`src/sv/fsc_pkg.sv`:
```
// Package for the fuzzy subsequence scorer: register indexes, scoring constants,
// character codes, the query configuration struct and the ASCII case folding function.
// No dependencies.
`default_nettype none

package fsc_pkg;

    // Configuration register indexes
    localparam int CFG_IDX_W = 3;
    localparam logic [CFG_IDX_W-1:0] REG_QUERY_LENGTH = 3'd0;
    localparam logic [CFG_IDX_W-1:0] REG_QUERY_CHARS_A = 3'd1;
    localparam logic [CFG_IDX_W-1:0] REG_QUERY_CHARS_B = 3'd2;
    localparam logic [CFG_IDX_W-1:0] REG_QUERY_CHARS_C = 3'd3;
    localparam logic [CFG_IDX_W-1:0] REG_QUERY_CHARS_D = 3'd4;

    localparam int CFG_DATA_W = 64;
    localparam int QLEN_W = 6;
    localparam int QCHARS_W = 256;
    localparam int QIDX_W = 5;

    // Scoring constants
    localparam logic [6:0] BONUS_START = 7'd15;
    localparam logic [6:0] BONUS_CHAIN = 7'd15;
    localparam logic [6:0] BONUS_SEP = 7'd30;
    localparam logic [6:0] BONUS_CAMEL = 7'd30;
    localparam int LEAD_PENALTY = 5;
    localparam logic [1:0] LEAD_MAX = 2'd3;

    // Character codes
    localparam logic [7:0] CHAR_UPPER_A = 8'h41;
    localparam logic [7:0] CHAR_UPPER_Z = 8'h5A;
    localparam logic [7:0] CASE_OFFSET = 8'h20;
    localparam logic [7:0] SEP_SLASH = 8'h2F;
    localparam logic [7:0] SEP_BSLASH = 8'h5C;
    localparam logic [7:0] SEP_UNDER = 8'h5F;
    localparam logic [7:0] SEP_DASH = 8'h2D;
    localparam logic [7:0] SEP_DOT = 8'h2E;
    localparam logic [7:0] SEP_SPACE = 8'h20;

    typedef struct packed {
        logic [QLEN_W-1:0]   length;
        logic [QCHARS_W-1:0] chars;
    } query_cfg_t;

    function automatic logic [7:0] fold_lower(input logic [7:0] c);
        logic [7:0] r;
        r = c;
        if (c >= CHAR_UPPER_A && c <= CHAR_UPPER_Z)
        begin
            r = c + CASE_OFFSET;
        end
        return r;
    endfunction

endpackage

`default_nettype wire

```
`src/sv/fsc_score_core.sv`:
```
// Per-byte scoring logic and the candidate state registers; gives the final
// result for the byte that closes a candidate. Depends on fsc_pkg.
`default_nettype none

module fsc_score_core
    import fsc_pkg::*;
#(
    parameter int QUERY_MAX = 32,
    parameter int SCORE_WIDTH = 14
) (
    input  wire logic                          clk,
    input  wire logic                          rst_n,
    input  wire logic                          step,
    input  wire logic [7:0]                    cand_char,
    input  wire logic                          char_valid,
    input  wire logic                          last_char,
    input  wire query_cfg_t                    qcfg,
    output logic signed [SCORE_WIDTH-1:0]      res_score,
    output logic                               res_full
);

    localparam int PW = $clog2(QUERY_MAX + 1);
    localparam int SW = SCORE_WIDTH;

    logic [PW-1:0]        pos_reg, pos_next;
    logic                 prev_matched_reg, prev_matched_next;
    logic                 prev_sep_reg, prev_sep_next;
    logic                 prev_upper_reg, prev_upper_next;
    logic                 at_start_reg, at_start_next;
    logic [1:0]           lead_reg, lead_next;
    logic signed [SW-1:0] score_reg, score_next;

    logic [PW-1:0]        len_eff;
    logic [QIDX_W-1:0]    qidx;
    logic [7:0]           qbyte;
    logic                 is_up, is_sep, hit;
    logic [6:0]           gain;
    logic signed [SW:0]   sum, fin_sum;
    logic signed [SW-1:0] sum_sat, fin_sat;
    logic [3:0]           penalty;

    // A programmed length above the storage depth acts as the full depth.
    assign len_eff = (qcfg.length > QLEN_W'(QUERY_MAX)) ? PW'(QUERY_MAX) : PW'(qcfg.length);
    assign qidx    = QIDX_W'(pos_reg);
    assign qbyte   = qcfg.chars[{qidx, 3'b000} +: 8];

    assign is_up  = cand_char inside {[CHAR_UPPER_A:CHAR_UPPER_Z]};
    assign is_sep = cand_char inside {SEP_SLASH, SEP_BSLASH, SEP_UNDER, SEP_DASH, SEP_DOT,
                                      SEP_SPACE};
    assign hit    = (pos_reg < len_eff) && (fold_lower(qbyte) == fold_lower(cand_char));

    always_comb
    begin
        gain = '0;
        if (at_start_reg)
            gain = gain + BONUS_START;
        if (prev_matched_reg)
            gain = gain + BONUS_CHAIN;
        if (prev_sep_reg)
            gain = gain + BONUS_SEP;
        // Camel step: upper case after a byte that was not upper case, past the first query character.
        if ((pos_reg != '0) && is_up && !(prev_upper_reg && !at_start_reg))
            gain = gain + BONUS_CAMEL;
    end

    always_comb
    begin
        if (hit)
            sum = {score_reg[SW-1], score_reg} + $signed({{(SW-6){1'b0}}, gain});
        else
            sum = {score_reg[SW-1], score_reg} - (SW+1)'(1);
        if (sum[SW] != sum[SW-1])
            sum_sat = sum[SW] ? {1'b1, {(SW-1){1'b0}}} : {1'b0, {(SW-1){1'b1}}};
        else
            sum_sat = sum[SW-1:0];
    end

    always_comb
    begin
        pos_next          = pos_reg;
        prev_matched_next = prev_matched_reg;
        prev_sep_next     = prev_sep_reg;
        prev_upper_next   = prev_upper_reg;
        at_start_next     = at_start_reg;
        lead_next         = lead_reg;
        score_next        = score_reg;
        if (char_valid)
        begin
            score_next        = sum_sat;
            prev_matched_next = hit;
            prev_sep_next     = is_sep;
            prev_upper_next   = is_up;
            at_start_next     = 1'b0;
            if (hit)
                pos_next = pos_reg + PW'(1);
            else if ((pos_reg == '0) && (lead_reg != LEAD_MAX))
                lead_next = lead_reg + 2'd1;
        end
    end

    assign penalty = 4'(lead_next * LEAD_PENALTY);

    always_comb
    begin
        fin_sum = {score_next[SW-1], score_next} - $signed({{(SW-3){1'b0}}, penalty});
        if (fin_sum[SW] != fin_sum[SW-1])
            fin_sat = fin_sum[SW] ? {1'b1, {(SW-1){1'b0}}} : {1'b0, {(SW-1){1'b1}}};
        else
            fin_sat = fin_sum[SW-1:0];
    end

    assign res_full  = (len_eff != '0) && !at_start_next && (pos_next == len_eff);
    assign res_score = res_full ? fin_sat : '0;

    // The byte that closes a candidate puts all candidate state back to its start.
    always_ff @(posedge clk or negedge rst_n)
    begin
        if (!rst_n)
        begin
            pos_reg          <= '0;
            prev_matched_reg <= 1'b0;
            prev_sep_reg     <= 1'b1;
            prev_upper_reg   <= 1'b0;
            at_start_reg     <= 1'b1;
            lead_reg         <= '0;
            score_reg        <= '0;
        end
        else if (step)
        begin
            if (last_char)
            begin
                pos_reg          <= '0;
                prev_matched_reg <= 1'b0;
                prev_sep_reg     <= 1'b1;
                prev_upper_reg   <= 1'b0;
                at_start_reg     <= 1'b1;
                lead_reg         <= '0;
                score_reg        <= '0;
            end
            else
            begin
                pos_reg          <= pos_next;
                prev_matched_reg <= prev_matched_next;
                prev_sep_reg     <= prev_sep_next;
                prev_upper_reg   <= prev_upper_next;
                at_start_reg     <= at_start_next;
                lead_reg         <= lead_next;
                score_reg        <= score_next;
            end
        end
    end

endmodule

`default_nettype wire

```
`config.mk`:
```
export PLATFORM = sky130hd
export DESIGN_NAME = fsc_score_core
export DESIGN_NICKNAME = d
export VERILOG_FILES = /design/src/sv/fsc_pkg.sv /design/src/sv/fsc_score_core.sv
export SDC_FILE = /design/constraint.sdc
export NUM_CORES = 1
export LEC_CHECK = 0
export ABC_AREA = 1
export BUFFER_PORTS_ARGS = -buffer_cell sky130_fd_sc_hd__buf_4
export CAP_MARGIN = 20
export CORE_AREA = 4 4 120 122
export CTS_BUF_LIST = sky130_fd_sc_hd__clkbuf_16
export DETAILED_ROUTE_END_ITERATION = 8
export DIE_AREA = 0 0 124 126
export GPL_TIMING_DRIVEN = 0
export PLACE_DENSITY = 0.81
export SYNTH_ARGS = -nofsm -noshare
export SYNTH_HDL_FRONTEND = slang
export SYNTH_SLANG_ARGS = --single-unit
```
`constraint.sdc`:
```
create_clock -name clk -period 11.1 [get_ports clk]
set_clock_uncertainty 0.05 [all_clocks]
set_input_delay 2.22 -clock clk [delete_from_list [all_inputs] [get_ports clk]]
set_output_delay 2.22 -clock clk [all_outputs]
set_load 0.03 [all_outputs]
```
==> summary.txt <==
Power
  – Worst vdd ir: about 280 uV
  – Leakage power: 5.070 nW
  – Areal power density over the cells: 164.0 nW/um^2
  – Total chip power: 1.472 mW

Synth
  – Sequential cell area fraction in the yosys report: 0.1025
  – Combined area of all synthesized cells: 6375 um^2
  – Post-Synthesis Cells: 1,211
  – Yosys warning total: 0
  – Synth Area per Inst: 5.264 um^2
  – Most common flop cell mapped by yosys: sky130_fd_sc_hd__dfrtp_1
  – Seq cells post-synth: 26
  – Nets in the synthesized netlist: 1,522
  – Share of synthesized flip-flops with an asynchronous set or reset: 1.000
  – Yosys cell types: 49
  – Number of synthesized flops with an enable pin: 0

Final layout
  – Most frequent cells in the layout: sky130_fd_sc_hd__nand2_1, sky130_fd_sc_hd__buf_4, sky130_fd_sc_hd__inv_1
  – Number of filler cells placed in the layout: 1,332
  – NumNets Final: 1,820
  – Layout Area Growth over Synthesis: 40.73%
  – Share of post-route cells with drive strength above 1: 0.2706
  – Fin util: 0.6801
  – Most frequent standard cell in the layout excluding fill and tap cells: sky130_fd_sc_hd__nand2_1
  – Antenna Cells: 0
  – Max reg flops: 14

Worst setup path
  – Worst Reg-to-Reg Cells: 31
  – Slowest library cell on the worst path: sky130_fd_sc_hd__fa_1
  – Critical path fanouts, max: 10
  – Register-to-register path setup slack: 5.44 ns
  – Nature of the critical path startpoint: input pin
  – Maximum cell stage delay along the critical path: about 0.4 ns
  – Type of destination of the critical path: output port
  – Worst R2R Start: pos_reg[2]
  – Endpoint arrival time on the critical path: 8.47 ns
  – Required time of the critical path: approximately 9 ns
  – Type of the setup path with the least slack: input pin to output port
  – CP dominant cell by count: sky130_fd_sc_hd__nand2_1
  – Reg2reg end: score_reg[11]

Timing
  – Post-route worst setup slack: 0.3567 ns
  – Max-slew headroom: 0.5875
  – Setup_tns: 0 ns
  – Hold Violations, Final: 0
  – Setup-failing EPs final: 0
  – Highest achievable clock rate: 93.08 MHz
  – Share of the cycle needed by the critical path after routing: 0.9679
  – Final Critical Period: 10.74 ns
  – Max-slew violation count: 0
  – Tightest Pin Transition: 0.6188 ns

Floorplan
  – Die span in x: 124 um
  – IO Count: between 200 and 300
  – Die Area: around 16,000 um^2
  – Area inside the core boundary: around 13,000 um^2
  – Initial Util: 0.4833
  – Number of placement rows: 42
  – Die Ht: 126 um

Clocking
  – Clock buffers created by TritonCTS: 3
  – Clock slew seen by the registers of the worst setup and hold paths: 0.07 ns
  – Clock Tree Buf Depth: 2
  – Root Buffer Master: sky130_fd_sc_hd__clkbuf_16
  – Clock latency reported for the late side of the worst-skew pair: between 0.2 and 0.3 ns
  – Max H-tree Level: 1
  – Clock sink count: 26
  – Hold Buf Count CTS: 0
  – CTS tree: yes

Flow run
  – Number of violations of the max-capacitance limit: 0

Routing
  – Number of optimization iterations in the first detailed-route pass: 5
  – Vias/cell: 5.417
  – Initial DRC count: 883
  – Routed Wire Length: 30,420 um
  – Residual antenna-violating net count after detailed routing: 0
  – Routed wire per std cell: around 18 um
  – Remaining routing DRC violations: 0
  – Total via count after detailed routing: 9,122

Global routing
  – Pin count of the biggest net entering global routing: 27
  – Overall routing resource usage: 0.3703
  – Global-route wire length before repair: 45,170 um
  – Number of antenna violations at the first check in global routing: 0
  – Aggregate global routing overflow: 0
  – Number of global-route vias before repair: 8,494

Run status
  – Status: finished clean

Worst hold path
  – Source of the worst hold timing path: score_reg[11]
  – Type of the tightest min-delay check: flop to flop
  – Endpoint with the worst hold slack: score_reg[11]
  – Hold Path Depth: 2

Place
  – Sum of net half-perimeters after detailed placement: between 20,000 and 25,000 um
  – Port bufs: 289
  – Setup slack after placement: -0.3544 ns
  – Routability congestion estimate from global placement: between 0.9 and 1
## per-layer routing
metal | share of wire | vias to the layer above | GRT usage
met3 | 0.12 | 107 | 0.1049
li1 | - | 4428 | -
met2 | 0.45 | 519 | 0.6093
met4 | 0.045 | 2 | 0.1250
met1 | 0.39 | 4066 | 0.4621
met5 | 0.0013 | - | 0
## what timing repair did
item | CTS | global route
resized for setup | 5 | 27
endpoints found under the setup margin | 13 | 14
setup buffers | 0 | 4
pin swaps | 0 | 3
cloned | 0 | 0
## worst max-delay path by stage
stage / endpoint / from / cells after the start
final: res_score[9] / qcfg[261] / 41
after global routing: res_score[9] / qcfg[84] / 45
after CTS: res_score[8] / qcfg[84] / 45
after detailed placement: res_score[8] / qcfg[84] / 45
after global placement: res_score[4] / qcfg[261] / 41
after floorplan: res_score[2] / qcfg[257] / 41
## cell usage after synthesis, drive strengths merged, types with 4 or more instances
| library cell | number | area share |
|---|---|---|
| nand2 | 410 | 0.24 |
| nor2 | 171 | 0.11 |
| inv | 160 | 0.095 |
| nand3 | 122 | 0.098 |
| o21ai | 85 | 0.067 |
| buf | 49 | 0.059 |
| a21oi | 46 | 0.036 |
| ha | 34 | 0.067 |
| dfrtp | 24 | 0.094 |
| o22ai | 24 | 0.024 |
| xor2 | 14 | 0.019 |
| xnor2 | 12 | 0.016 |
| nand4 | 11 | 0.012 |
| clkbuf | 10 | 0.0061 |
| nor3 | 6 | 0.0055 |
| or2 | 4 | 0.0039 |
## through the flow
| stage | hold slack (ns) | cell area, um^2 | cells |
|---|---|---|---|
| 3_5_place_dp | 0.4584 | 8765 | 1676 |
| 6_report | 0.4774 | 8971 | 1684 |
| 3_3_place_gp | 0.4487 | 8765 | 1676 |
| 5_1_grt | 0.5038 | 8971 | 1684 |
| 4_1_cts | 0.4736 | 8861 | 1680 |
| 2_1_floorplan | 0.4255 | 6375 | 1211 |
## cells by family after synthesis
group,count (synthesis),share of synthesized area
DFF,26,0.1025
adders and majority gates,36,0.07301
xor gates and xnor gates,26,0.03572
buffers and inverters,220,0.1602
AOI/OAI and AO/OA,175,0.1505
and+or+nand+nor,728,0.4781
## layout make-up
| cell class | count | area (um^2) | area share |
|---|---|---|---|
| Clock inverter | 1 | 3.754 | 0.0004184 |
| Inverter | 161 | 606.8 | 0.06764 |
| Multi-Input combinational cell | 965 | 4786 | 0.5335 |
| Timing Repair Buffer | 293 | 2200 | 0.2452 |
| Buffer | 59 | 426.7 | 0.04756 |
| Tap cell | 176 | 220.2 | 0.02455 |
| Sequential cell | 26 | 653.1 | 0.07280 |
| Clock buffer | 3 | 75.07 | 0.008368 |
## power breakdown
group          switching [mW]  internal [mW]
Sequential             0.0190          0.122
Clock                  0.0383         0.0485
Combinational           0.752          0.492
Total                   0.809          0.663
## critical path, delay by kind of cell
kind / cells / cell delay [ns]
and+or+nand+nor: 21 / 2.43
AOI/OAI and AO/OA: 10 / 1.68
adders and majority gates: 5 / 1.37
buffers and inverters: 5 / 0.73
(Power assumes the default switching activity.)
